`src/rtl/core/nmsp_pkg.sv`:
```
`default_nettype none

package nmsp_pkg;

  // Size limits and default build sizes
  localparam int DEF_MAX_ROWS = 64;
  localparam int DEF_MAX_COLS = 64;
  localparam int IDX_W        = 6;
  localparam int BITMAP_MAX   = 64;
  localparam int CNT_W        = 12;
  localparam int CFG_W        = 7;
  localparam int CFG_IDX_W    = 2;

  localparam logic [CNT_W-1:0] CNT_MAX   = '1;
  localparam logic [CFG_W-1:0] CFG_RESET = 7'd64;

  // Action codes
  localparam logic [1:0] ACT_LOAD  = 2'd0;
  localparam logic [1:0] ACT_EMIT  = 2'd1;
  localparam logic [1:0] ACT_CLEAR = 2'd2;

  // Configuration register indexes
  localparam logic [CFG_IDX_W-1:0] CFG_ACTIVE_ROWS = 2'd0;
  localparam logic [CFG_IDX_W-1:0] CFG_ACTIVE_COLS = 2'd1;

  typedef struct packed {
    logic [1:0]       action;
    logic [IDX_W-1:0] row_index;
    logic [IDX_W-1:0] col_index;
  } in_item_t;

  typedef struct packed {
    logic [IDX_W-1:0] pattern_row;
    logic [CNT_W-1:0] entry_count;
    logic             last;
  } out_item_t;

endpackage

`default_nettype wire

```
`src/rtl/core/nmsp_row_store.sv`:
```
`default_nettype none

// Row bitmap store: one word per row, registered read, per-row valid bits
// so that reset and clear take effect at once. Invalid rows read as zero.
module nmsp_row_store #(
  parameter int ROWS = 64,
  parameter int BW   = 64
) (
  input  wire logic                    clk,
  input  wire logic                    rst_n,
  input  wire logic                    clr,
  input  wire logic [$clog2(ROWS)-1:0] rd_addr,
  output logic      [BW-1:0]           rd_data,
  input  wire logic                    wr_en,
  input  wire logic [$clog2(ROWS)-1:0] wr_addr,
  input  wire logic [BW-1:0]           wr_data
);

  logic [BW-1:0]   mem [ROWS];
  logic [BW-1:0]   mem_q;
  logic            vld_q;
  logic [ROWS-1:0] vld_r;

  // Storage array
  always_ff @(posedge clk) begin
    if (wr_en) begin
      mem[wr_addr] <= wr_data;
    end
    mem_q <= mem[rd_addr];
  end

  // Valid bits
  always_ff @(posedge clk) begin
    if (!rst_n || clr) begin
      vld_r <= '0;
      vld_q <= 1'b0;
    end else begin
      if (wr_en) begin
        vld_r[wr_addr] <= 1'b1;
      end
      vld_q <= vld_r[rd_addr];
    end
  end

  assign rd_data = vld_q ? mem_q : '0;

endmodule

`default_nettype wire

```
`src/rtl/core/normal_matrix_symbolic_pattern_core.sv`:
```
`default_nettype none

// Symbolic lower-triangle pattern of A*At. A load reads, then writes back
// the row word; a clear acts at once. An emit for row i first reads row i;
// then, unless a hit waits on a stalled result side, the scan reads one
// later row per cycle through the single read port of the row store and
// tests it against row i. The input side stalls while a load or an emit is
// in progress; the last result of an emit sits in the output register while
// the next item is taken.
module normal_matrix_symbolic_pattern_core
  import nmsp_pkg::*;
#(
  parameter int MAX_ROWS = DEF_MAX_ROWS,
  parameter int MAX_COLS = DEF_MAX_COLS
) (
  input  wire logic                 clk,
  input  wire logic                 rst_n,
  input  wire logic                 in_valid,
  output logic                      in_stall,
  input  wire in_item_t             in_data,
  output logic                      out_valid,
  input  wire logic                 out_stall,
  output out_item_t                 out_data,
  input  wire logic                 cfg_valid,
  output logic                      cfg_ready,
  input  wire logic [CFG_IDX_W-1:0] cfg_index,
  input  wire logic [CFG_W-1:0]     cfg_data
);

  localparam int ROW_W = $clog2(MAX_ROWS);
  localparam int BW    = (MAX_COLS < BITMAP_MAX) ? MAX_COLS : BITMAP_MAX;

  typedef enum logic [2:0] {
    ST_IDLE,
    ST_LD_WR,
    ST_EM_BASE,
    ST_SCAN,
    ST_FLUSH
  } state_t;

  state_t           state_r, state_nxt;
  logic [CFG_W-1:0] act_rows_r, act_cols_r;
  logic [CFG_W-1:0] rows_lim, cols_lim;
  logic [CFG_W-1:0] j_r, j_nxt, j_inc;
  logic [BW-1:0]    base_r, base_nxt;
  logic [IDX_W-1:0] pend_r, pend_nxt;
  logic [ROW_W-1:0] ld_row_r, ld_row_nxt;
  logic [IDX_W-1:0] ld_col_r, ld_col_nxt;
  logic             out_valid_r, out_valid_nxt;
  out_item_t        out_data_r, out_data_nxt;
  logic [CNT_W-1:0] count_r, count_nxt, count_inc;

  logic [BW-1:0]    col_mask, col_bit, rd_data, wr_data;
  logic [ROW_W-1:0] rd_addr;
  logic             wr_en, clr, accept, out_free, hit, push, push_last;
  logic [IDX_W-1:0] push_row;

  // Configuration registers
  assign cfg_ready = 1'b1;

  always_ff @(posedge clk) begin
    if (!rst_n) begin
      act_rows_r <= CFG_RESET;
      act_cols_r <= CFG_RESET;
    end else if (cfg_valid) begin
      case (cfg_index)
        CFG_ACTIVE_ROWS: act_rows_r <= cfg_data;
        CFG_ACTIVE_COLS: act_cols_r <= cfg_data;
        default: ;
      endcase
    end
  end

  // Effective limits, saturated to the build sizes
  assign rows_lim = (act_rows_r > CFG_W'(MAX_ROWS)) ? CFG_W'(MAX_ROWS) : act_rows_r;
  assign cols_lim = (act_cols_r > CFG_W'(BW)) ? CFG_W'(BW) : act_cols_r;

  always_comb begin
    for (int k = 0; k < BW; k++) begin
      col_mask[k] = (CFG_W'(k) < cols_lim);
      col_bit[k]  = (ld_col_r == IDX_W'(k));
    end
  end

  // Row store
  assign wr_data = rd_data | col_bit;

  nmsp_row_store #(
    .ROWS (MAX_ROWS),
    .BW   (BW)
  ) u_store (
    .clk     (clk),
    .rst_n   (rst_n),
    .clr     (clr),
    .rd_addr (rd_addr),
    .rd_data (rd_data),
    .wr_en   (wr_en),
    .wr_addr (ld_row_r),
    .wr_data (wr_data)
  );

  assign in_stall  = (state_r != ST_IDLE);
  assign accept    = in_valid && (state_r == ST_IDLE);
  assign out_free  = !out_valid_r || !out_stall;
  assign hit       = |(base_r & rd_data);
  assign j_inc     = j_r + CFG_W'(1);
  assign count_inc = (count_r == CNT_MAX) ? count_r : count_r + CNT_W'(1);

  // Sequencer
  always_comb begin
    state_nxt  = state_r;
    j_nxt      = j_r;
    base_nxt   = base_r;
    pend_nxt   = pend_r;
    ld_row_nxt = ld_row_r;
    ld_col_nxt = ld_col_r;
    count_nxt  = count_r;
    rd_addr    = j_r[ROW_W-1:0];
    wr_en      = 1'b0;
    clr        = 1'b0;
    push       = 1'b0;
    push_last  = 1'b0;
    push_row   = pend_r;

    case (state_r)
      ST_IDLE: begin
        rd_addr = in_data.row_index[ROW_W-1:0];
        if (accept) begin
          case (in_data.action)
            ACT_LOAD: begin
              if ({1'b0, in_data.row_index} < rows_lim &&
                  {1'b0, in_data.col_index} < cols_lim) begin
                ld_row_nxt = in_data.row_index[ROW_W-1:0];
                ld_col_nxt = in_data.col_index;
                state_nxt  = ST_LD_WR;
              end
            end
            ACT_EMIT: begin
              if ({1'b0, in_data.row_index} < rows_lim) begin
                pend_nxt  = in_data.row_index;
                state_nxt = ST_EM_BASE;
              end
            end
            ACT_CLEAR: begin
              clr       = 1'b1;
              count_nxt = '0;
            end
            default: ;
          endcase
        end
      end

      ST_LD_WR: begin
        wr_en     = 1'b1;
        state_nxt = ST_IDLE;
      end

      ST_EM_BASE: begin
        base_nxt = rd_data & col_mask;
        j_nxt    = {1'b0, pend_r} + CFG_W'(1);
        rd_addr  = j_nxt[ROW_W-1:0];
        state_nxt = (j_nxt < rows_lim) ? ST_SCAN : ST_FLUSH;
      end

      ST_SCAN: begin
        // A hit hands the held entry out and holds row j in its place, once the output is free
        if (hit && out_free) begin
          push     = 1'b1;
          pend_nxt = j_r[IDX_W-1:0];
        end
        if (!hit || out_free) begin
          if (j_inc < rows_lim) begin
            j_nxt   = j_inc;
            rd_addr = j_inc[ROW_W-1:0];
          end else begin
            state_nxt = ST_FLUSH;
          end
        end
      end

      ST_FLUSH: begin
        if (out_free) begin
          push      = 1'b1;
          push_last = 1'b1;
          state_nxt = ST_IDLE;
        end
      end

      default: state_nxt = ST_IDLE;
    endcase

    // Output register
    out_valid_nxt = out_valid_r && out_stall;
    out_data_nxt  = out_data_r;
    if (push) begin
      count_nxt                = count_inc;
      out_valid_nxt            = 1'b1;
      out_data_nxt.pattern_row = push_row;
      out_data_nxt.entry_count = count_inc;
      out_data_nxt.last        = push_last;
    end
  end

  always_ff @(posedge clk) begin
    if (!rst_n) begin
      state_r     <= ST_IDLE;
      out_valid_r <= 1'b0;
      count_r     <= '0;
    end else begin
      state_r     <= state_nxt;
      out_valid_r <= out_valid_nxt;
      count_r     <= count_nxt;
    end
    j_r        <= j_nxt;
    base_r     <= base_nxt;
    pend_r     <= pend_nxt;
    ld_row_r   <= ld_row_nxt;
    ld_col_r   <= ld_col_nxt;
    out_data_r <= out_data_nxt;
  end

  assign out_valid = out_valid_r;
  assign out_data  = out_data_r;

endmodule

`default_nettype wire

```
`config.mk`:
```
export PLATFORM = sky130hd
export DESIGN_NAME = normal_matrix_symbolic_pattern_core
export DESIGN_NICKNAME = d
export VERILOG_FILES = /design/src/rtl/core/nmsp_pkg.sv /design/src/rtl/core/nmsp_row_store.sv /design/src/rtl/core/normal_matrix_symbolic_pattern_core.sv
export SDC_FILE = /design/constraint.sdc
export NUM_CORES = 2
export LEC_CHECK = 0
export ABC_CLOCK_PERIOD_IN_PS = 6100
export BUFFER_PORTS_ARGS = -buffer_cell sky130_fd_sc_hd__buf_2
export CAP_MARGIN = 20
export CORE_MARGIN = 1
export CORE_UTILIZATION = 50
export DETAILED_ROUTE_END_ITERATION = 10
export GPL_ROUTABILITY_DRIVEN = 0
export PLACE_DENSITY = 0.69
export SLEW_MARGIN = 20
export SYNTH_ARGS = -nofsm -noshare
export SYNTH_HDL_FRONTEND = slang
export SYNTH_HIERARCHICAL = 1
export SYNTH_SLANG_ARGS = --single-unit
```
`constraint.sdc`:
```
create_clock -name clk -period 6.1 [get_ports clk]
set_input_delay 0.61 -clock clk [delete_from_list [all_inputs] [get_ports clk]]
set_output_delay 0.61 -clock clk [all_outputs]
set_load 0.02 [all_outputs]
```
; After elaboration in Yosys (flattened, before gate mapping)
; Memories as Yosys holds them, arrays and structs flattened. A register that Yosys moved wholly into a read port is not among the register bits.
; Cells that the tools add are included.
[classes]
addsub = 3
bitwise_logic = 4
magnitude_cmp = 73
mux = 42
n_eq_ne = 82
reduce_logical = 30
[ops]
columns = cell, n
row1 = "less-than comparator 6 x 7 -> 1 bit, first input constant", 32
row2 = "== test 6 bit, second input constant", 32
row3 = bitwise AND 64 bit, 2
row4 = bitwise OR 64 bit, 2
row5 = "less-than comparator 5 x 7 -> 1 bit, first input constant", 16
row6 = "== test 6 x 5 -> 1 bit, second input constant", 16
row7 = two-way mux 64 bit, 1
row8 = OR reduction 64 bit, 1
row9 = two-way mux 12 bit, 5
row10 = "less-than comparator 4 x 7 -> 1 bit, first input constant", 8
row11 = "== test 6 x 4 -> 1 bit, second input constant", 8
row12 = two-way mux 6 bit, 6
row13 = "less-than comparator 3 x 7 -> 1 bit, first input constant", 4
row14 = two-way mux 7 bit, 4
row15 = "== test 6 x 3 -> 1 bit, second input constant", 4
row16 = two-way mux 3 bit, 7
row17 = case mux 6 bit (3 select lines), 1
row18 = "> comparator 7 bit, second input constant", 2
row19 = "less-than comparator 1 x 7 -> 1 bit, first input constant", 2
row20 = "less-than comparator 2 x 7 -> 1 bit, first input constant", 2
row21 = less-than comparator 6 x 7 -> 1 bit, 2
row22 = "less-than comparator 6 x 7 -> 1 bit, second input constant", 2
row23 = less-than comparator 7 bit, 2
row24 = case mux 7 bit (2 select lines), 1
row25 = other kinds (36), 72
[totals]
out_inout_bits = 22
mem_bits_rw = 4096
inputBits = 28
wordCells = 250
n_memories = 1
register_bits = 203
[mem_list]
columns = memory, depth, word_bits, read_ports, rd_ports_with_merged_regs, write_ports, line_no
row1 = u_store.mem, 64, 64, 1, 1, 1, nmsp_row_store.sv:19  ; logic [BW-1:0] mem [ROWS];

; Logic depth before layout (Yosys ltp)
[logic_depth]
depth_word = 9
ltp_mapped = 22

; Modules after synthesis
; Netlist, hierarchy kept.
[by_module_without_submodules]
columns = mod, n_inst, seq_area_each_um2, area_per_inst_um2, cells_each
row1 = nmsp_row_store, 1, 125580.4, 158572.1, 6940
row2 = normal_matrix_symbolic_pattern_core, 1, 3843.7, 7911.3, 769

; Worst setup path after synthesis
; OpenSTA, ideal clock, no wires.
[synth_path]
path_type = reg-to-reg
startpoint = register state_r[2]
endpoint = memory u_store.mem[40][0], enable pin
stages_incl_launch_ff = 6
path_buffers = 1
synth_period_minus_slack_ps = 6138
setup_slack_ps = -38
setup_time_ps = 567
arrival_ps = 5571
path_cell_list = dfxtp_1 > buf_4 > nor3_1 > nor2b_1 > nand3_1 > nor3_1
[synth_via]
elab_chain_len = 4
[synth_lines]
columns = element, line_no
row1 = "start, declared", normal_matrix_symbolic_pattern_core.sv:41  ; state_t state_r, state_nxt;
row2 = "start signal, assigned", normal_matrix_symbolic_pattern_core.sv:210  ; state_r <= state_nxt;
row3 = == test 3 x 1 -> 1 bit, normal_matrix_symbolic_pattern_core.sv:125  ; case (state_r)
row4 = two-way mux 1 bit, normal_matrix_symbolic_pattern_core.sv:125
row5 = via wr_en, normal_matrix_symbolic_pattern_core.sv:55  ; logic wr_en, clr, accept, out_free, hit, push, push_last;
row6 = two-way mux 1 bit, nmsp_row_store.sv:26  ; if (wr_en) begin
row7 = two-way mux 1 bit (not written as such), nmsp_row_store.sv:27  ; mem[wr_addr] <= wr_data;
row8 = "end, declared", nmsp_row_store.sv:19
; The timed path passes the listed nets, and every way through them passes these cells.

; Final worst setup path
[layout_path]
startpoint = register u_store.vld_q
endpoint = register u_store.mem_q[3] (read register of u_store.mem)
[layout_via]
elab_chain_len = 7
[layout_lines]
columns = element, line_no
row1 = "start, declared", nmsp_row_store.sv:21  ; logic vld_q;
row2 = "start signal, assigned", nmsp_row_store.sv:41  ; vld_q <= vld_r[rd_addr];
row3 = two-way mux 64 bit, nmsp_row_store.sv:45  ; assign rd_data = vld_q ? mem_q : '0;
row4 = via rd_data[50], normal_matrix_symbolic_pattern_core.sv:53  ; logic [BW-1:0] col_mask, col_bit, rd_data, wr_data;
row5 = bitwise AND 64 bit, normal_matrix_symbolic_pattern_core.sv:105  ; assign hit = |(base_r & rd_data);
row6 = OR reduction 64 bit, normal_matrix_symbolic_pattern_core.sv:105
row7 = logical NOT 1 bit, normal_matrix_symbolic_pattern_core.sv:171  ; if (!hit || out_free) begin
row8 = logical OR 1 bit, normal_matrix_symbolic_pattern_core.sv:171
row9 = two-way mux 6 bit, normal_matrix_symbolic_pattern_core.sv:171
row10 = case mux 6 bit (3 select lines), normal_matrix_symbolic_pattern_core.sv:125
row11 = via rd_addr[1], normal_matrix_symbolic_pattern_core.sv:54  ; logic [ROW_W-1:0] rd_addr;
row12 = "end, declared", nmsp_row_store.sv:20  ; logic [BW-1:0] mem_q;
; The timed path passes the listed nets, and every way through them passes these cells.
; A chain may end at the register's enable or synchronous reset.

==> results.toml <==
[status]
outcome = "finished clean"

[timing]
slew_viol_final = 0
finClkSkew_ps = 56.5
timing.final.crit_share = 0.967
hold_viol = 0
slew_headroom = 0.166
fin_crit_ps = 5900
rsz0062_at_grt = "false"
worst_pin_slew_ps = 1250
fin_ws_ps = 200
setup_violations = 0
max_freq_mhz = 169

[hold_path]
worst_hold_startpoint = "cfg_index[1]"
min_to = "act_rows_r[6]"
worstHoldPathCells = 4
min-delay-path-class = "in2reg"

[global_routing]
antenna_found_initial = 25
grt_pass1_vias = 85300
grt_max_degree = 95
grt_remaining_overflow = 0
grtUsageTotal = 0.280
busiest_layer = "met2"
grt_pass1_wl_um = 655000
use_met2 = 0.438
met3_usage = 0.0742
use_met1 = 0.376

[die]
die_x_um = 579
initial_core_util = 0.503
core_um2 = 331000
boundaryPins = 50
dieHeight_um = 579
die-area_um2 = 335000
rows = 211

[clocking]
cts_setup_buffers = 0
clk_latency_ps = 980
cts_tree = "done"
htreeDepth = 5
cts_made_buffers = 424
path_clk_slew_ps = 60
cts_sinks = 4363
root_buffer = "clkbuf_16"
clock_path_buffers = 4

[finish]
final_common_cell = "edfxtp_1"
layout-drive-gt1-share = 0.259
n_fill_cell = 23400
postLayoutCoreUtil = 0.574
layout_common_cells = "edfxtp_1 (4204), mux4_2 (963), clkbuf_16 (432)"
finish.instance_area_um2 = 190000
nets = 8204
syn_to_final_growth_pct = 14.0
stdcell_count = 12900

[setup_path]
cp-start-kind = "flip-flop"
r2r-end = "u_store/mem_q[3]"
cp.required_ps = 6870
cp-startpoint = "u_store/vld_q"
end_kind = "flip-flop"
critPathKind = "reg2reg"
r2r_start = "u_store/vld_q"
cp_max_fo = 64
rrSetupSlack_ps = 200
cp_data_arrival_time_ps = 6670
reg2reg_depth = 14

[synthesis]
syn_area_um2 = 166000
yosysTopAreaCellShare = 0.758
muxShareOfSynthArea = 0.143
synth-compound-area-share = 0.0439
ys_ff_latch = 4363
synth_seq_area_share = 0.777
avgSynthCellArea_um2 = 21.6
synth_flop_cell = "edfxtp_1"
yosys_warnings = 6
synth_edf_count = 4204
synthTopCellsByArea = "edfxtp_1 (76%), mux4_2 (13%), dfxtp_1 (1.9%)"
async_flop_share = 0
synth_top_family_by_area = "multiplexers"
synth-xor-area-share = 0.000842
synthAdderAreaFrac = 0.00188
syn_inst = 7709
synthSimpleGateAreaFrac = 0.0205
syn_nets = 7762
synth_cell_types = 67
yosysTopAreaCell = "edfxtp_1"

[pwr]
leakagePower_nw = 61.1
total_power_mw = 66.0
peakVddDrop_mv = 0.270
p_per_area_nw_per_um2 = 348

[flow_run]
cap_violations = 0

[routing]
drt-initial-drc-count = 13900
vias = 86500
route.detailed.drc = 0
drt-wirelength-per-cell_um = 36.7
antenna_left = 0
dr.pass1.iters = 10
via_per_inst = 6.71
drt-total-wl_um = 472000

[place]
pre_cts_ws_ps = -63.8
postPlaceCellArea_um2 = 175000
dp_hpwl_um = 257000
portBuffers = 48
dp_cells = 12100
==> how the worst max path moves through the flow <==
| stage | end | depth (start not counted) | slack [ps] |
|---|---|---|---|
| floorplan | base_r[0] | 2 | 590 |
| global placement | u_store/mem_q[11] | 14 | -30 |
| detailed placement | u_store/mem_q[11] | 14 | -60 |
| CTS | u_store/mem_q[20] | 14 | 90 |
| global route | u_store/mem_q[13] | 15 | 130 |
| finish | u_store/mem_q[3] | 14 | 200 |
==> state kept, by name (all words and copies together) (netlist names) <==
name,flops
u_store/mem_q,64
ld_row_r,6
act_cols_r,7
state_r,3
act_rows_r,7
j_r,7
u_store/mem,4096
base_r,64
out_data,19
out_valid,1
u_store/vld_q,1
pend_r,6
u_store/vld_r,64
ld_col_r,6
count_r,12
==> stage by stage <==
step | hold WS, ps | TNS, ps
6_report | 148 | 0
5_1_grt | 176 | 0
4_1_cts | 110 | 0
3_5_place_dp | 451 | -63.8
3_3_place_gp | 440 | -34.6
2_1_floorplan | 435 | 0
==> area by class of cell <==
cell class                 count  area, um^2  area share
antenna                       14        35.0    0.000185
timing repair buffer         462        4840      0.0255
clock buffer                 532       11400      0.0603
multi-input combinational   2882       35900       0.189
clock inverter               247        2650      0.0140
inverter                      18        67.6    0.000356
sequential                  4363      129000       0.682
tap                         4366        5460      0.0288
==> where the power goes <==
| part | switching (mW) | total, mW | internal (mW) | leakage (nW) |
|---|---|---|---|---|
| Clock | 11.3 | 26.5 | 15.3 | 6.90 |
| Sequential | 0.394 | 33.7 | 33.3 | 40.2 |
| Combinational | 3.47 | 5.76 | 2.29 | 14.0 |
| Total | 15.1 | 66.0 | 50.9 | 61.1 |
==> cells by family (layout without fill, tap and decap cells) <==
group / count (synthesis) / count (layout)
mux: 1164 / 1164
simple gates: 679 / 679
flops: 4363 / 4363
other cells: 1 / 15
compound gates: 997 / 997
fa+ha+maj: 25 / 25
buf+inv: 464 / 1259
xor+xnor: 16 / 16
==> synth_stat cells, types with 8 or more instances <==
| cell | instances |
|---|---|
| clkbuf_1 | 232 |
| nand2b_1 | 29 |
| a22oi_1 | 416 |
| buf_6 | 15 |
| nand3b_1 | 9 |
| edfxtp_1 | 4204 |
| o211ai_1 | 44 |
| dfxtp_1 | 159 |
| a221oi_1 | 48 |
| mux2i_1 | 173 |
| nand3_1 | 145 |
| xnor2_1 | 9 |
| o2bb2ai_1 | 42 |
| o21a_1 | 79 |
| o21ai_0 | 62 |
| and2_1 | 77 |
| nand4_1 | 10 |
| mux4_2 | 963 |
| a21boi_0 | 24 |
| inv_1 | 16 |
| o21ai_1 | 11 |
| or2_2 | 8 |
| nor2b_1 | 36 |
| buf_1 | 37 |
| buf_2 | 130 |
| mux2_2 | 28 |
| nor3_1 | 23 |
| nor2_1 | 123 |
| a21o_1 | 52 |
| a22o_1 | 48 |
| ha_1 | 25 |
| a21oi_1 | 65 |
| o22ai_1 | 47 |
| nand2_1 | 145 |
| and3_1 | 52 |
| o21bai_1 | 24 |
| buf_4 | 32 |
==> timing repair <==
action                                 4_1_cts  5_1_grt
gates resized for setup                      2        2
endpoints found under the hold margin       28        0
hold buffers                                20        0
cloned                                       0        0
setup endpoints to repair                    2        8
==> worst max-delay path, cell delays in order (launching register included) <==
cell	delay, ps
dfxtp_4	530
and2_1	270
a22o_1	240
a221oi_1	320
nand4_1	250
or4_4	690
a31oi_4	500
mux2i_1	200
o221ai_4	640
nor2b_4	360
buf_4	600
a22oi_1	190
nand3_1	160
nand2_1	110
nor2_2	500
==> metal layers <==
metal / part of all wire / vias up
met4: 0.049 / 16
met2: 0.47 / 6180
li1: - / 33500
met1: 0.36 / 45600
met5: 0.00027 / -
met3: 0.13 / 1124
Note: power is estimated with default switching activity, not from simulation.
